### config.mk
export PLATFORM = sky130hd
export DESIGN_NAME = ppt_ctrl
export DESIGN_NICKNAME = d
export VERILOG_FILES = /design/src/hdl/ppt_pkg.sv /design/src/hdl/ppt_ctrl.sv
export SDC_FILE = /design/constraint.sdc
export NUM_CORES = 1
export LEC_CHECK = 0
export ABC_AREA = 1
export BUFFER_PORTS_ARGS = -buffer_cell sky130_fd_sc_hd__buf_2
export CAP_MARGIN = 20
export CORE_MARGIN = 2
export CORE_UTILIZATION = 54
export DETAILED_ROUTE_END_ITERATION = 16
export PLACE_DENSITY = 0.81
export SYNTH_ARGS = -nofsm -noshare
export SYNTH_HDL_FRONTEND = slang
export SYNTH_SLANG_ARGS = --single-unit
### constraint.sdc
create_clock -name clk -period 2.1 [get_ports clk]
set_clock_uncertainty 0.05 [all_clocks]
set_input_delay 0.63 -clock clk [delete_from_list [all_inputs] [get_ports clk]]
set_output_delay 0.63 -clock clk [all_outputs]
set_load 0.02 [all_outputs]
### src/hdl/ppt_pkg.sv
// Shared types and constants for the position and PnL tracker.
`default_nettype none

package ppt_pkg;

  // Configuration port
  localparam int PADDR_W = 3;
  localparam logic [PADDR_W-3:0] REG_INITIAL_CASH = 1'b0;
  localparam logic [31:0] INITIAL_CASH_RESET = 32'd100000;

  // Operand pairs fed to the shared 32x32 multiplier
  typedef enum logic [2:0] {
    MS_CASH,    // qty * price
    MS_AVG_LO,  // old magnitude * avg[31:0]
    MS_AVG_HI,  // old magnitude * avg[63:32]
    MS_NEW,     // added qty * price
    MS_PNL_LO,  // closed qty * diff[31:0]
    MS_PNL_HI   // closed qty * diff[63:32]
  } mul_sel_t;

  typedef enum logic [2:0] {
    ACC_NONE,
    ACC_CASH,     // hold product as the cash move
    ACC_LOAD,     // acc = product
    ACC_ADD32,    // acc += product << 32
    ACC_ADDFRAC   // acc += product << FRAC_BITS
  } acc_op_t;

  typedef struct packed {
    logic     capture;
    logic     decode;
    logic     mul_en;
    mul_sel_t mul_sel;
    acc_op_t  acc_op;
    logic     div_init;
    logic     div_step;
    logic     commit;
  } ppt_cmd_t;

  typedef struct packed {
    logic active;
    logic adding;
    logic nmag_zero;
  } ppt_status_t;

endpackage

`default_nettype wire

### src/hdl/ppt_ctrl.sv
// Sequencer for the tracker: accepts a fill, steps the datapath, hands off the result.
`default_nettype none

module ppt_ctrl #(
  parameter int DIV_STEPS = 48
) (
  input  wire logic                 clk,
  input  wire logic                 rst,
  input  wire logic                 in_valid,
  output logic                      in_stall,
  output logic                      out_valid,
  input  wire logic                 out_stall,
  input  wire ppt_pkg::ppt_status_t status,
  output ppt_pkg::ppt_cmd_t         cmd
);

  localparam int CNT_W = $clog2(DIV_STEPS);

  typedef enum logic [3:0] {
    S_IDLE,
    S_DECODE,
    S_MUL_CASH,
    S_ACC_CASH,
    S_MUL_LO,
    S_ACC_LO,
    S_MUL_HI,
    S_ACC_HI,
    S_MUL_NEW,
    S_ACC_NEW,
    S_DIV_INIT,
    S_DIV,
    S_DONE
  } state_t;

  state_t state;
  logic [CNT_W-1:0] cnt;
  logic handoff;

  assign in_stall = (state != S_IDLE);
  assign handoff  = (state == S_DONE) && (!out_valid || !out_stall);

  always_comb begin
    cmd          = '0;
    cmd.mul_sel  = ppt_pkg::MS_CASH;
    cmd.acc_op   = ppt_pkg::ACC_NONE;
    cmd.capture  = (state == S_IDLE) && in_valid;
    cmd.decode   = (state == S_DECODE);
    cmd.div_init = (state == S_DIV_INIT);
    cmd.div_step = (state == S_DIV);
    cmd.commit   = handoff;
    unique case (state)
      S_MUL_CASH: begin
        cmd.mul_en  = 1'b1;
        cmd.mul_sel = ppt_pkg::MS_CASH;
      end
      S_MUL_LO: begin
        cmd.mul_en  = 1'b1;
        cmd.mul_sel = status.adding ? ppt_pkg::MS_AVG_LO : ppt_pkg::MS_PNL_LO;
      end
      S_MUL_HI: begin
        cmd.mul_en  = 1'b1;
        cmd.mul_sel = status.adding ? ppt_pkg::MS_AVG_HI : ppt_pkg::MS_PNL_HI;
      end
      S_MUL_NEW: begin
        cmd.mul_en  = 1'b1;
        cmd.mul_sel = ppt_pkg::MS_NEW;
      end
      S_ACC_CASH: cmd.acc_op = ppt_pkg::ACC_CASH;
      S_ACC_LO:   cmd.acc_op = ppt_pkg::ACC_LOAD;
      S_ACC_HI:   cmd.acc_op = ppt_pkg::ACC_ADD32;
      S_ACC_NEW:  cmd.acc_op = ppt_pkg::ACC_ADDFRAC;
      S_IDLE, S_DECODE, S_DIV_INIT, S_DIV, S_DONE: begin
      end
      default: begin
      end
    endcase
  end

  always_ff @(posedge clk) begin
    if (rst) begin
      state     <= S_IDLE;
      cnt       <= '0;
      out_valid <= 1'b0;
    end else begin
      if (handoff)
        out_valid <= 1'b1;
      else if (!out_stall)
        out_valid <= 1'b0;

      unique case (state)
        S_IDLE:     if (in_valid) state <= S_DECODE;
        S_DECODE:   state <= status.active ? S_MUL_CASH : S_DONE;
        S_MUL_CASH: state <= S_ACC_CASH;
        S_ACC_CASH: state <= S_MUL_LO;
        S_MUL_LO:   state <= S_ACC_LO;
        S_ACC_LO:   state <= S_MUL_HI;
        S_MUL_HI:   state <= S_ACC_HI;
        S_ACC_HI:   state <= status.adding ? S_MUL_NEW : S_DONE;
        S_MUL_NEW:  state <= S_ACC_NEW;
        S_ACC_NEW:  state <= status.nmag_zero ? S_DONE : S_DIV_INIT;
        S_DIV_INIT: begin
          cnt   <= CNT_W'(DIV_STEPS - 1);
          state <= S_DIV;
        end
        S_DIV: begin
          if (cnt == '0)
            state <= S_DONE;
          else
            cnt <= cnt - 1'b1;
        end
        S_DONE:     if (handoff) state <= S_IDLE;
        default:    state <= S_IDLE;
      endcase
    end
  end

endmodule

`default_nettype wire

==> results.txt <==
- Aggregate routed wire length: about 1900 um
- For this design, the CTS-stage hold fixing added 0 buffers.
* CTS clock-pin slew for the worst setup and hold paths: about 70 ps
- For this configuration, the core starts out at a cell density of around three fifths.
* Slew at the pin closest to its max-slew limit: 258 ps
* Overflow after GRT: 0
- # Post-CTS Setup Buffers: 0
* Number of max-capacitance violations reported: 0
- # placed instances: 166
- Setup violations remaining at the end of the flow were counted as 0.
- Routability congestion estimate from global placement: 0.927
* Outcome: finished, final reports clean
- Buffers inserted during clock tree synthesis total 3.
* Kind of capture point of the worst setup path: output port
* Die W: 42.4 um
- Registers are responsible for 35.9% of the overall power.
- The min-delay analysis places its worst path in the category reg -> reg.
- Number of nets in the layout: between 150 and 200
- Most area-consuming cells after synthesis: sky130_fd_sc_hd__dfxtp_1, sky130_fd_sc_hd__nand2_1, sky130_fd_sc_hd__inv_1
- Counting flops with an async set or reset pin after synthesis yields a share of 0%.
- Net count after synthesis: 141
- Dividing the synthesized area by the synthesized cell count gives 6.03 um^2.
* Clk sinks: 11
- The floorplan has 13 rows.
- In the synthesized netlist the dominant register cell turns out to be sky130_fd_sc_hd__dfxtp_1.
- Detailed placement ended at an HPWL of ~1500 um.
- CTS built an H-tree with a depth of 1.
- Cells after synthesis: between 100 and 150
- Counting both buffers and inverters, the worst setup path holds a total of 2.
- After detailed placement, the total cell area comes to between 900 and 1000 um^2.
- The largest single stage delay on the critical path is roughly 380 ps.
* Chip Height: 42.4 um
- The biggest area contributor in the post-synthesis netlist is sky130_fd_sc_hd__dfxtp_1.
* TNS Setup: 0 ps
- Power share of the clock group: 19.8%
- Clock tree from TritonCTS: built
- In this run the deepest clock path goes through 2 buffers.
- Entering global routing, the biggest net connects 9 pins.
- Input and output buffers added on the ports amount to 20.
- Number of antenna violations at the first check in global routing: 0
- The share of the Yosys chip area taken by registers is between 20% and 30%.
* Number of inserted filler cells in the final layout: 120
* Proportion of total power due to net switching: 44.1%
* Pins Over Slew Limit: 0
* Routed length per placed instance: 11.0 um
- Ant. Diodes: 0
- In this run, synthesis produced a sequential element count of 11.
* Highest-count cells in the layout ignoring fill and taps: sky130_fd_sc_hd__nand2_1, sky130_fd_sc_hd__inv_1, sky130_fd_sc_hd__buf_2
- Count of warnings emitted by yosys: 0
* Io pins: 21
- Critical Path RT: 1420 ps
- Maximum frequency from static timing analysis: roughly 500 MHz
* Switch Pwr: 0.327 mW
- Maximum resistive drop on vdd: 0.000641 V
- STA classifies the critical path startpoint as a register.
* Vias per cell: approximately 5.4
* Final cycle utilization of the critical path: approximately 96%
* Most frequent cell on the critical path: sky130_fd_sc_hd__nand2_1
- Commonest non-fill, non-tap cell in the layout: sky130_fd_sc_hd__nand2_1
* Number of failing hold endpoints at the final stage: 0
- Area growth from synthesis to layout: 20.8%
* Unrepaired setup endpoints after global routing: no
- Die outline area: 1800 um^2
- Combinational logic is responsible for 44.3% of the overall power.
- Detailed routing inserted a total of between 900 and 1000 vias.
- The first detailed-routing pass took 4 iterations.
- For the worst-skew pair, the clock arrives at the later sink with an insertion delay of about 280 ps.
- Slew Limit Headroom: 82.8%
- Number of synthesized flops with an enable pin: 0
- The synthesized netlist occupies a cell area of 796 um^2.
- The first routing iteration left 26 violations.
* Master cell of the clock root buffer: sky130_fd_sc_hd__clkbuf_4
- After floorplanning, the core was sized to cover about 1300 um^2.
- Global-route usage over all layers: about a quarter
- Crit path DAT: 1330 ps
- Number of global-route vias before repair: 726
* Total non-filler cell area in the finished layout: around 960 um^2
* Cell variety after synth: 20
- Of the cells placed in the final design, the portion with a size suffix greater than 1 is about a quarter.
- Shortest clock period the worst path allows after layout: 2010 ps
* First-pass GRT wire length: 3160 um
- CP Cell Sequence: inv_4, nor2_4, nand2_1, nor2_1, nand2_1, nand3_1, buf_2
- In this run the remaining antenna-violating nets after routing total 0.
- The slowest stage of the critical path is the sky130_fd_sc_hd__dfxtp_4 cell.
- Power Internal: 0.415 mW
- The worst setup path is of the reg -> out kind.
- Total power per unit cell area: 773 nW/um^2
* Peak fanout along the critical path: 6
- Largest delay contributor family on the critical path: simple AND/OR/NAND/NOR gates
- After the flow finishes, the layout carries non-filler instances totaling 170.
* Share of the synthesized area in the top cell type: 27.7%
* P_leak: 0.566 nW
- Residual DRC count: 0
final timing paths:
check | depth (start not counted) | start | slack [ps] | endpoint
worst min register to register | 2 | out_valid | 420 | out_valid
worst min-delay path | 2 | out_valid | 420 | out_valid
worst max register to register | 8 | cnt[0] | 690 | state[3]
worst max-delay path | 7 | state[2] | 90 | cmd[6]
stage by stage:
step                setup slack, ps  power, mW  hold WS, ps  utilization [%]
floorplan                       131      0.479          415                -
global placement                196      0.572          417             68.3
detailed placement              202      0.579          420             68.3
CTS                            6.49      0.732          429             70.9
global route                   1.04      0.798          468             72.0
finish                         94.0      0.743          425             72.0
Yosys cell counts (2+ instances only):
library cell,count
sky130_fd_sc_hd__nand4_1,2
sky130_fd_sc_hd__o21ai_0,4
sky130_fd_sc_hd__nand3_1,14
sky130_fd_sc_hd__ha_1,2
sky130_fd_sc_hd__nand2_4,3
sky130_fd_sc_hd__inv_2,2
sky130_fd_sc_hd__a21oi_1,9
sky130_fd_sc_hd__dfxtp_1,11
sky130_fd_sc_hd__inv_1,20
sky130_fd_sc_hd__o211ai_1,2
sky130_fd_sc_hd__nor2_1,20
sky130_fd_sc_hd__nand2_1,35
what timing repair did:
item                       in CTS  in global routing
gates resized for setup         2                  8
setup endpoints to repair       2                  7
cloned                          0                  0
layout make-up:
type	count	area (um^2)	area share, %
multi-input cells	97	494	51.4
flip-flops and latches	11	228	23.7
repair buffers	21	108	11.2
inverters	22	85.1	8.85
clock buffers	3	22.5	2.34
well taps	15	18.8	1.95
clock inverters	1	5.00	0.521
worst register-to-register path, delay by kind of cell, from the launching register on:
family | cells | cell delay [ps]
flip-flops | 1 | 300
AND/OR/NAND/NOR | 4 | 450
adder cells (fa/ha/maj) | 1 | 180
AO/OA/AOI/OAI | 1 | 110
buffers and inverters | 2 | 240
cell families (layout without fill, tap and decap cells):
logic type / Yosys count / after routing / share of synthesized area, %
AND/OR/NAND/NOR: 78 / 78 / 45.4
buffers and inverters: 24 / 47 / 11.8
AO/OA/AOI/OAI: 16 / 16 / 10.8
flip-flops: 11 / 11 / 27.7
adder cells (fa/ha/maj): 2 / 2 / 3.14
XOR/XNOR: 1 / 1 / 1.10
state kept, by name, indices dropped and copies added, names as in the netlist:
signal	count
cnt	6
out_valid	1
state	4
per-layer routing:
metal  global-route usage (%)  routed length (um)  up-vias
li1                         -                   -      465
met1                     32.2                 854      404
met2                     33.5                 781       46
met3                     7.76                 195        6
met4                     9.38                  34        0
met5                        0                   0        -
power groups by stage:
| stage | Combinational [mW] | Sequential [mW] | Clock, mW |
|---|---|---|---|
| finish | 0.329 | 0.267 | 0.147 |
| global route | 0.369 | 0.270 | 0.159 |
| CTS | 0.323 | 0.257 | 0.152 |
| detailed placement | 0.318 | 0.261 | 0 |
| global placement | 0.313 | 0.259 | 0 |
| floorplan | 0.225 | 0.255 | 0 |
(Power assumes the default switching activity.)
